### config.mk
export PLATFORM = sky130hd
export DESIGN_NAME = coprime_range_counter_flat
export DESIGN_NICKNAME = d
export VERILOG_FILES = /design/src/rtl/crc_pkg.sv /design/src/rtl/crc_if.sv /design/src/rtl/crc_rem.sv /design/src/rtl/crc_gcd.sv /design/src/rtl/coprime_range_counter.sv /design/src/flat_wrapper.sv
export SDC_FILE = /design/constraint.sdc
export NUM_CORES = 1
export LEC_CHECK = 0
export ABC_AREA = 1
export BUFFER_PORTS_ARGS = -buffer_cell sky130_fd_sc_hd__buf_2
export CAP_MARGIN = 20
export CORE_UTILIZATION = 45
export DETAILED_ROUTE_END_ITERATION = 8
export PLACE_DENSITY = 0.64
export SYNTH_ARGS = -nofsm -noshare
export SYNTH_HDL_FRONTEND = slang
export SYNTH_SLANG_ARGS = --single-unit
### constraint.sdc
create_clock -name clock -period 6.5 [get_ports clock]
set_input_delay 0.325 -clock clock [delete_from_list [all_inputs] [get_ports clock]]
set_output_delay 0.325 -clock clock [all_outputs]
set_load 0.01 [all_outputs]
### src/rtl/crc_pkg.sv
`timescale 1ns / 1ps

package crc_pkg;

   // Width of every field on the request and response channels.
   localparam int FIELD_BITS = 32;

   // Status that the gcd engine reports back to the range sequencer.
   typedef struct packed {
      logic done;
      logic coprime;
   } gcd_stat_type;

endpackage

### src/rtl/crc_if.sv
`timescale 1ns / 1ps

interface crc_req_if import crc_pkg::*; ();
   logic                  valid;
   logic                  ready;
   logic [FIELD_BITS-1:0] range_start;
   logic [FIELD_BITS-1:0] range_stop;
   logic [FIELD_BITS-1:0] modulus;

   modport source (output valid, output range_start, output range_stop, output modulus,
                   input ready);
   modport sink (input valid, input range_start, input range_stop, input modulus,
                 output ready);
endinterface

interface crc_rsp_if import crc_pkg::*; ();
   logic                  valid;
   logic                  ready;
   logic [FIELD_BITS-1:0] coprime_count;

   modport source (output valid, output coprime_count, input ready);
   modport sink (input valid, input coprime_count, output ready);
endinterface

### src/rtl/crc_rem.sv
`timescale 1ns / 1ps

module crc_rem #(
   parameter int VALUE_BITS = 32
) (
   input  logic                  clock,
   input  logic                  reset,
   input  logic                  start,
   input  logic [VALUE_BITS-1:0] dividend,
   input  logic [VALUE_BITS-1:0] divisor,
   output logic                  done,
   output logic [VALUE_BITS-1:0] remainder
);

   localparam int CNT_BITS = $clog2(VALUE_BITS + 1);

   logic                  busy_ff, busy_in;
   logic                  done_ff, done_in;
   logic [CNT_BITS-1:0]   count_ff, count_in;
   logic [VALUE_BITS-1:0] rem_ff, rem_in;
   logic [VALUE_BITS-1:0] shift_ff, shift_in;
   logic [VALUE_BITS-1:0] div_ff, div_in;

   logic [VALUE_BITS:0]   trial;
   logic [VALUE_BITS:0]   diff;
   logic [VALUE_BITS-1:0] rem_step;

   // One quotient bit per cycle: bring down the next dividend bit and
   // subtract the divisor when it fits.
   always_comb begin
      trial = {rem_ff, shift_ff[VALUE_BITS-1]};
      diff  = trial - {1'b0, div_ff};
      if (trial >= {1'b0, div_ff}) begin
         rem_step = diff[VALUE_BITS-1:0];
      end else begin
         rem_step = trial[VALUE_BITS-1:0];
      end
   end

   always_comb begin
      busy_in  = busy_ff;
      done_in  = 1'b0;
      count_in = count_ff;
      rem_in   = rem_ff;
      shift_in = shift_ff;
      div_in   = div_ff;
      if (start) begin
         busy_in  = 1'b1;
         count_in = CNT_BITS'(VALUE_BITS);
         rem_in   = '0;
         shift_in = dividend;
         div_in   = divisor;
      end else if (busy_ff) begin
         rem_in   = rem_step;
         shift_in = shift_ff << 1;
         count_in = count_ff - CNT_BITS'(1);
         if (count_ff == CNT_BITS'(1)) begin
            busy_in = 1'b0;
            done_in = 1'b1;
         end
      end
   end

   always_ff @(posedge clock) begin
      if (reset) begin
         busy_ff <= 1'b0;
         done_ff <= 1'b0;
      end else begin
         busy_ff <= busy_in;
         done_ff <= done_in;
      end
      count_ff <= count_in;
      rem_ff   <= rem_in;
      shift_ff <= shift_in;
      div_ff   <= div_in;
   end

   assign done      = done_ff;
   assign remainder = rem_ff;

endmodule

### src/rtl/crc_gcd.sv
`timescale 1ns / 1ps

module crc_gcd import crc_pkg::*; #(
   parameter int VALUE_BITS = 32
) (
   input  logic                  clock,
   input  logic                  reset,
   input  logic                  start,
   input  logic [VALUE_BITS-1:0] modulus,
   input  logic [VALUE_BITS-1:0] candidate,
   output gcd_stat_type          stat
);

   typedef enum logic [2:0] {
      GCD_IDLE   = 3'b001,
      GCD_CHECK  = 3'b010,
      GCD_DIVIDE = 3'b100
   } gcd_state_type;

   gcd_state_type         state_ff, state_in;
   logic                  done_ff, done_in;
   logic                  coprime_ff, coprime_in;
   logic [VALUE_BITS-1:0] a_ff, a_in;
   logic [VALUE_BITS-1:0] b_ff, b_in;

   logic                  rem_start;
   logic                  rem_done;
   logic [VALUE_BITS-1:0] rem_value;

   crc_rem #(
      .VALUE_BITS (VALUE_BITS)
   ) u_rem (
      .clock     (clock),
      .reset     (reset),
      .start     (rem_start),
      .dividend  (a_ff),
      .divisor   (b_ff),
      .done      (rem_done),
      .remainder (rem_value)
   );

   // Euclid: (a, b) becomes (b, a mod b) until b is zero; a is then the gcd.
   always_comb begin
      state_in   = state_ff;
      done_in    = 1'b0;
      coprime_in = coprime_ff;
      a_in       = a_ff;
      b_in       = b_ff;
      rem_start  = 1'b0;
      case (state_ff)
         GCD_IDLE: begin
            if (start) begin
               a_in     = modulus;
               b_in     = candidate;
               state_in = GCD_CHECK;
            end
         end
         GCD_CHECK: begin
            if (b_ff == '0) begin
               done_in    = 1'b1;
               coprime_in = (a_ff == VALUE_BITS'(1));
               state_in   = GCD_IDLE;
            end else begin
               rem_start = 1'b1;
               state_in  = GCD_DIVIDE;
            end
         end
         GCD_DIVIDE: begin
            if (rem_done) begin
               a_in     = b_ff;
               b_in     = rem_value;
               state_in = GCD_CHECK;
            end
         end
         default: begin
            state_in = GCD_IDLE;
         end
      endcase
   end

   always_ff @(posedge clock) begin
      if (reset) begin
         state_ff <= GCD_IDLE;
         done_ff  <= 1'b0;
      end else begin
         state_ff <= state_in;
         done_ff  <= done_in;
      end
      coprime_ff <= coprime_in;
      a_ff       <= a_in;
      b_ff       <= b_in;
   end

   assign stat.done    = done_ff;
   assign stat.coprime = coprime_ff;

endmodule

### src/rtl/coprime_range_counter.sv
`timescale 1ns / 1ps

// Counts the values x with range_start <= x < range_stop whose greatest
// common divisor with the modulus is 1, and returns one count per request
// item. Each candidate runs through Euclid's algorithm, and every remainder
// step is done by a bit-serial divider that retires one quotient bit per
// cycle. An empty range, a modulus of 0 and a modulus of 1 are answered
// directly. Requests are handled one at a time; a finished count waits in
// the output register while the next request is taken.
module coprime_range_counter import crc_pkg::*; #(
   parameter int VALUE_BITS = 32
) (
   input  logic       clock,
   input  logic       reset,
   crc_req_if.sink    req_chan,
   crc_rsp_if.source  rsp_chan
);

   typedef enum logic [3:0] {
      ST_IDLE   = 4'b0001,
      ST_TEST   = 4'b0010,
      ST_WAIT   = 4'b0100,
      ST_FINISH = 4'b1000
   } top_state_type;

   top_state_type         state_ff, state_in;
   logic [VALUE_BITS-1:0] lo_ff, lo_in;
   logic [VALUE_BITS-1:0] hi_ff, hi_in;
   logic [VALUE_BITS-1:0] mod_ff, mod_in;
   logic [VALUE_BITS-1:0] x_ff, x_in;
   logic [VALUE_BITS-1:0] count_ff, count_in;
   logic                  rsp_valid_ff, rsp_valid_in;
   logic [FIELD_BITS-1:0] rsp_count_ff, rsp_count_in;

   logic [VALUE_BITS-1:0] req_lo;
   logic [VALUE_BITS-1:0] req_hi;
   logic [VALUE_BITS-1:0] req_mod;
   logic [VALUE_BITS-1:0] x_next;
   logic                  accept;
   logic                  load_rsp;
   logic                  gcd_start;
   gcd_stat_type          gcd_stat;

   crc_gcd #(
      .VALUE_BITS (VALUE_BITS)
   ) u_gcd (
      .clock     (clock),
      .reset     (reset),
      .start     (gcd_start),
      .modulus   (mod_ff),
      .candidate (x_ff),
      .stat      (gcd_stat)
   );

   assign req_lo    = VALUE_BITS'(req_chan.range_start);
   assign req_hi    = VALUE_BITS'(req_chan.range_stop);
   assign req_mod   = VALUE_BITS'(req_chan.modulus);
   assign accept    = req_chan.valid && (state_ff == ST_IDLE);
   assign load_rsp  = (state_ff == ST_FINISH) && (!rsp_valid_ff || rsp_chan.ready);
   assign gcd_start = (state_ff == ST_TEST);
   assign x_next    = x_ff + VALUE_BITS'(1);

   always_comb begin
      state_in = state_ff;
      lo_in    = lo_ff;
      hi_in    = hi_ff;
      mod_in   = mod_ff;
      x_in     = x_ff;
      count_in = count_ff;
      case (state_ff)
         ST_IDLE: begin
            if (accept) begin
               lo_in  = req_lo;
               hi_in  = req_hi;
               mod_in = req_mod;
               x_in   = req_lo;
               if (req_hi <= req_lo) begin
                  count_in = '0;
                  state_in = ST_FINISH;
               end else if (req_mod == '0) begin
                  // gcd(x, 0) = x, so only the value one can count.
                  count_in = VALUE_BITS'(req_lo <= VALUE_BITS'(1) &&
                                         VALUE_BITS'(1) < req_hi);
                  state_in = ST_FINISH;
               end else if (req_mod == VALUE_BITS'(1)) begin
                  count_in = req_hi - req_lo;
                  state_in = ST_FINISH;
               end else begin
                  count_in = '0;
                  state_in = ST_TEST;
               end
            end
         end
         ST_TEST: begin
            state_in = ST_WAIT;
         end
         ST_WAIT: begin
            if (gcd_stat.done) begin
               count_in = count_ff + VALUE_BITS'(gcd_stat.coprime);
               if (x_next == hi_ff) begin
                  state_in = ST_FINISH;
               end else begin
                  x_in     = x_next;
                  state_in = ST_TEST;
               end
            end
         end
         ST_FINISH: begin
            if (load_rsp) begin
               state_in = ST_IDLE;
            end
         end
         default: begin
            state_in = ST_IDLE;
         end
      endcase
   end

   always_comb begin
      rsp_valid_in = rsp_valid_ff;
      rsp_count_in = rsp_count_ff;
      if (rsp_valid_ff && rsp_chan.ready) begin
         rsp_valid_in = 1'b0;
      end
      if (load_rsp) begin
         rsp_valid_in = 1'b1;
         rsp_count_in = FIELD_BITS'(count_ff);
      end
   end

   always_ff @(posedge clock) begin
      if (reset) begin
         state_ff     <= ST_IDLE;
         rsp_valid_ff <= 1'b0;
      end else begin
         state_ff     <= state_in;
         rsp_valid_ff <= rsp_valid_in;
      end
      lo_ff        <= lo_in;
      hi_ff        <= hi_in;
      mod_ff       <= mod_in;
      x_ff         <= x_in;
      count_ff     <= count_in;
      rsp_count_ff <= rsp_count_in;
   end

   assign req_chan.ready         = (state_ff == ST_IDLE);
   assign rsp_chan.valid         = rsp_valid_ff;
   assign rsp_chan.coprime_count = rsp_count_ff;

   // The running count covers only the candidates already tested.
   a_count_bounded: assert property (@(posedge clock) disable iff (reset)
      (state_ff == ST_WAIT) |-> (count_ff <= x_ff - lo_ff))
      else $error("coprime count exceeds the number of tested values");

   a_gcd_done_expected: assert property (@(posedge clock) disable iff (reset)
      gcd_stat.done |-> (state_ff == ST_WAIT))
      else $error("gcd engine finished while no candidate was outstanding");

   a_result_loaded: assert property (@(posedge clock) disable iff (reset)
      load_rsp |=> (rsp_chan.valid && state_ff == ST_IDLE))
      else $error("finished count was not presented on the response channel");

endmodule
### src/flat_wrapper.sv
// flat-port wrapper written by rule: the top's interface ports become plain ports
module coprime_range_counter_flat import crc_pkg::*;
#(
   parameter int VALUE_BITS = 32
)
  (clock, reset, req_chan_valid, req_chan_range_start, req_chan_range_stop, req_chan_modulus, req_chan_ready, rsp_chan_valid, rsp_chan_coprime_count, rsp_chan_ready);
  crc_req_if req_chan_i ();
  crc_rsp_if rsp_chan_i ();
  input  logic clock;
  input  logic reset;
  input wire logic [$bits(req_chan_i.valid)-1:0] req_chan_valid;
  input wire logic [$bits(req_chan_i.range_start)-1:0] req_chan_range_start;
  input wire logic [$bits(req_chan_i.range_stop)-1:0] req_chan_range_stop;
  input wire logic [$bits(req_chan_i.modulus)-1:0] req_chan_modulus;
  output wire logic [$bits(req_chan_i.ready)-1:0] req_chan_ready;
  output wire logic [$bits(rsp_chan_i.valid)-1:0] rsp_chan_valid;
  output wire logic [$bits(rsp_chan_i.coprime_count)-1:0] rsp_chan_coprime_count;
  input wire logic [$bits(rsp_chan_i.ready)-1:0] rsp_chan_ready;
  assign req_chan_i.valid = req_chan_valid;
  assign req_chan_i.range_start = req_chan_range_start;
  assign req_chan_i.range_stop = req_chan_range_stop;
  assign req_chan_i.modulus = req_chan_modulus;
  assign req_chan_ready = req_chan_i.ready;
  assign rsp_chan_valid = rsp_chan_i.valid;
  assign rsp_chan_coprime_count = rsp_chan_i.coprime_count;
  assign rsp_chan_i.ready = rsp_chan_ready;
  coprime_range_counter #(.VALUE_BITS(VALUE_BITS)) u_core (.clock(clock), .reset(reset), .req_chan(req_chan_i), .rsp_chan(rsp_chan_i));
endmodule
After elaboration in Yosys (flattened, before gate mapping)
Cells that the tools add are included.

word-level totals
  flip-flop bits (word level) = 338
  output and inout bits = 34
  bits of input ports = 100

cells by class
  add/sub/neg operators = 5
  $lt $le $gt $ge = 4
  reductions and logical operators = 21
  equality and inequality tests = 17
  bitwise operators = 2
  muxes and demuxes = 40

operators by type and width
  cell                     number
  $mux W32                 15
  $pmux W32 S2             4
  $eq A32 B1 Y1 const B    2
  $logic_not A32 Y1        2
  $sub A32 B32 Y32         2
  $ge A33 B32 Y1           1
  $add A32 B1 Y32          1
  $add A32 B1 Y32 const B  1
  $eq A32 B32 Y1           1
  $le A32 B1 Y1 const B    1
  $le A32 B32 Y1           1
  $lt A1 B32 Y1 const A    1
  $mux W4                  7
  $pmux W4 S4              1
  $mux W1                  9
  $mux W3                  3
  $pmux W3 S3              1
  $reduce_and A3 Y1        3
  $ne A2 B1 Y1 const B     4
  $reduce_bool A2 Y1       4
  $eq A6 B1 Y1 const B     1
  $reduce_and A2 Y1        3
  $sub A6 B1 Y6 const B    1
  $eq A4 B1 Y1 const B     1
  14 further kinds         19

Depth between registers and ports, before layout
  depth after elaboration = 6
  depth in mapped cells = 19

Modules after synthesis
A second synthesis with hierarchy kept.

second synthesis, totals
  cells, all modules = 2611
  area total of the unflattened synthesis = 20400.8 um^2

by module, submodules not included
  module                 cells each  area an instance (um^2)  times used
  coprime_range_counter  1293        10416.2                  1
  crc_rem                978         6812.8                   1
  crc_gcd                340         3171.8                   1

Worst setup path before layout
OpenSTA, ideal clock, no wires.

  path kind = register to register
  start point = register u_core.state_ff[3]
  end point = register u_core.hi_ff[0], enable pin
  slack = 2295 ps
  stages on the path, launching flop included = 6
  library setup time = 487 ps
  buffers on the path = 0
  data arrival time = 3718 ps
  cell sequence = dfxtp_1 > nor2_1 > inv_1 > nor3_1 > inv_1 > nor2_1

between the ends
  word-level cells in the longest chain between the ends = 3

RTL lines
  item                                  line                          source
  start: declaration                    coprime_range_counter.sv:26   top_state_type state_ff, state_in;
  start signal: assignment              coprime_range_counter.sv:136  state_ff <= state_in;
  $eq A4 B1 Y1 *                        n/a
  net req_chan_ready                    flat_wrapper.sv:15            output wire logic [$bits(req_chan_i.ready)-1:0] req_chan_ready;
  $logic_and A1 B1 Y1                   coprime_range_counter.sv:58   assign accept = req_chan.valid && (state_ff == ST_IDLE);
  $reduce_and A2 Y1 (no source line) *  n/a
  end signal: assignment                coprime_range_counter.sv:140  hi_ff <= hi_in;
  end: declaration                      coprime_range_counter.sv:28   logic [VALUE_BITS-1:0] hi_ff, hi_in;

The timed path passes the listed nets; every way through them passes the cells marked *.
A chain may end at the register's enable or synchronous reset.

Worst setup path in the final report
  start point = register u_core.u_gcd.b_ff[8]
  end point = register u_core.u_gcd.u_rem.rem_ff[9] (netlist: u_core.u_gcd.u_rem.remainder[9])

between the ends
  word-level cells in the longest chain between the ends = 3

RTL lines
  item                      line           source
  start: declaration        crc_gcd.sv:24  logic [VALUE_BITS-1:0] b_ff, b_in;
  start signal: assignment  crc_gcd.sv:91  b_ff <= b_in;
  $logic_not A32 Y1         crc_gcd.sv:59  if (b_ff == '0) begin
  $mux W1                   crc_gcd.sv:59
  $mux W1                   crc_gcd.sv:50  case (state_ff)
  end signal: assignment    crc_rem.sv:73  rem_ff <= rem_in;
  end: declaration          crc_rem.sv:20  logic [VALUE_BITS-1:0] rem_ff, rem_in;

Every way passes these cells.

==> reports/results.ini <==
[critical_path]
crit_start=u_core.u_gcd.b_ff[8]
critPathLaunchType=register
crit_fanout=69
worst-endpoint-required_ns=6.99
rrSetupSlack_ns=2.74
endpoint_kind=register
worstReg2RegEnd=u_core.u_gcd.u_rem.remainder[9]
crit_type=register to register
arrival_ns=4.26
critPathMaxStageDelay_ns=0.65
crit_slowest_cell=nor2_4
rr_startpoint=u_core.u_gcd.b_ff[8]
path_cells=nor4_1 -> nand4_1 -> or2_1 -> nand2_2 -> inv_2 -> buf_4 -> nor2_4 -> inv_1 -> a21oi_1 -> o21ai_0 -> nand2_1
worst_r2r_path_depth=11

[timing]
fin_ws_ns=2.74
finalCritPeriodShare_pct=57.9
rsz0062_at_grt=false
period_needed_ns=3.76
slew_viol_final=0
final.setup_skew_ns=0.0281
setup_viol=0
max-slew-margin-rel_pct=42.5
finalHoldViolCount=0
timing.setup.tns_ns=0
max_freq_mhz=266
worst_pin_slew_ns=0.862

[finish]
design_area_mm2=0.0221
area_growth_pct=14.6
fillers=3909
fin_nets=2612
layout-drive-gt1-share_pct=11.2
fin_cells=3012

[synth]
synth_edf_count=289
synth_top_flop_cell=edfxtp_1
synthArstFlopShare_pct=0
synth.net_count=2442
yosysWarnings=0
yosysUniqueCellTypes=57
synth_seq_cells=338
seq_area_frac_synth_pct=50.1
synthCells=2271
netlist_area_mm2=0.0193
avgSynthCellArea_um2=8.48

[floorplanning]
dieArea_mm2=0.0436
core_mm2=0.0421
die_h_um=209
initial_core_util_pct=45.7
ios=134
die_w_um=209
fp-row-count=75

[detailed_routing]
firstDrtPassIters=5
wire_per_inst_um=19.4
wl_mm=58.5
final_antenna_net_count=0
drc_errors=0
via_per_inst=5.44
drt_iter0_drc=1279
vias=16400

[cts]
cts_max_level=2
clockBufferDepth=3
cts_resized=0
cts.hold.buffers_added=33
cts_root_buffer=clkbuf_16
post-cts-setup-buffer-count=0
cts_buffers=38
cts_tree=done
cts_num_sinks=338
clock_latency_ns=0.55
clk_transition_reported_paths_ns=0.06

[power_and_ir_drop]
p_total_uw=6890
ir_drop_uv=215
p_leak_uw=0.00926
p_per_area_mw_per_mm2=312

[grt]
grt_pass1_wl_mm=88.8
grt_pass1_vias=16200
antenna_found_initial=7
grt_max_degree=91
grt.overflow.total=0
track_usage_pct=26.5

[placed_design]
dpl_cell_area_mm2=0.0205
dp_slack_ns=2.77
hpwl_mm=45.4
place_congestion=0.963
io_buffers=133
place_inst=2906

[min_path]
holdPathEnd=u_core.hi_ff[26]
hp-class=input port to register
worstHoldPathCells=1
worstHoldStart=req_chan_range_stop[26]

[run_status]
status=complete, no violations

[flow_run]
max_cap_viol_count=0

==> power by group <==
part	total (µW)	leakage [µW]	switching, µW	internal [µW]
logic	1460	0.00555	1030	429
clock network	2150	0.000607	879	1270
registers	3280	0.00310	318	2960
==> layer usage <==
layer,part of all wire [%],GRT usage [%],vias to the layer above
li1,-,-,8036
met1,42,33.2,7749
met2,48,46.2,485
met3,5.6,3.79,117
met4,3.8,10.4,8
met5,0.094,0,-
==> worst max path at each step <==
stage                                                   to  cells after the start
after floorplan                            u_core.hi_ff[0]                      5
after global placement    u_core.u_gcd.u_rem.remainder[12]                     11
after detailed placement   u_core.u_gcd.u_rem.remainder[9]                     11
after CTS                  u_core.u_gcd.u_rem.remainder[9]                     11
after global routing       u_core.u_gcd.u_rem.remainder[7]                     11
final                      u_core.u_gcd.u_rem.remainder[9]                     11
==> critical path: cells and delay by family, from the launching register on <==
family | cells | cell delay, ns
AO/OA/AOI/OAI | 2 | 0.29
buffers and inverters | 3 | 0.76
flip-flops | 1 | 0.41
AND/OR/NAND/NOR | 6 | 2.19
==> logic make-up (layout without fill, tap and decap cells) <==
| family | count (synthesis) | in the layout | share of synthesized area, % |
|---|---|---|---|
| other | 0 | 3 | 0 |
| AOI/OAI and AO/OA | 347 | 347 | 10.3 |
| DFF | 338 | 338 | 50.1 |
| buffers and inverters | 290 | 489 | 5.99 |
| and+or+nand+nor | 1167 | 1167 | 26.2 |
| adders and majority gates | 71 | 71 | 4.69 |
| xor gates and xnor gates | 58 | 58 | 2.64 |
==> cell usage in the layout, fill, tap and decap left out, types with 5 or more instances in the layout <==
cell type and instances:
buf_4 10, nand3_1 94, dfxtp_1 49, clkinv_2 8, nand4_1 24, clkbuf_1 7, inv_2 7, xnor2_1 35
nor4_1 40, or2_2 5, o22ai_2 5, nand3_2 6, o21ai_1 15, edfxtp_1 289, nor2_2 16, nand2_1 721
nand3b_1 19, a21o_1 7, clkinv_1 7, o211ai_1 28, inv_1 235, nand2_2 11, nor2_1 168, a21oi_1 100
xor2_1 23, a31oi_1 12, nor3_1 36, clkbuf_16 39, nor2_4 13, ha_1 69, buf_2 133, o21ai_0 151
o21bai_1 7, dlygate4sd3_1 33
==> cell usage after synthesis, types with 6 or more instances <==
cell | instances | area, µm²
nor2_4 | 11 | 124
nand2_1 | 721 | 2710
nand3b_1 | 19 | 143
nor3_1 | 37 | 185
nor2_1 | 172 | 646
nor4_1 | 40 | 250
buf_4 | 6 | 45.0
edfxtp_1 | 289 | 8680
a21oi_1 | 100 | 500
xor2_1 | 23 | 201
xnor2_1 | 35 | 307
ha_1 | 69 | 863
nand2_2 | 11 | 68.8
clkbuf_1 | 25 | 93.8
nand4_1 | 24 | 150
a21o_1 | 7 | 52.6
o21ai_1 | 15 | 75.1
buf_2 | 9 | 45.0
inv_1 | 235 | 882
inv_2 | 7 | 26.3
o211ai_1 | 28 | 210
nand3_1 | 95 | 475
nor2_2 | 14 | 87.6
a31oi_1 | 12 | 75.1
o21bai_1 | 7 | 52.6
o21ai_0 | 151 | 756
dfxtp_1 | 49 | 981
==> area by class of cell <==
class | instances | area, µm² | area share [%]
inverter | 243 | 912 | 4.13
tap | 539 | 674 | 3.06
multi-input combinational | 1643 | 8480 | 38.4
clock inverter | 22 | 230 | 1.04
timing repair buffer | 177 | 1090 | 4.94
clock buffer | 47 | 1020 | 4.60
sequential | 338 | 9660 | 43.8
antenna | 3 | 7.51 | 0.0340
==> metrics by stage <==
step / hold slack, ns / utilization, %
after CTS: 0.000935 / 52.3
after detailed placement: 0.459 / 48.6
after floorplan: 0.424 / -
after global routing: 0.00384 / 52.4
final: 0.0180 / 52.4
after global placement: 0.449 / 48.6
Note: power is estimated with default switching activity, not from simulation.
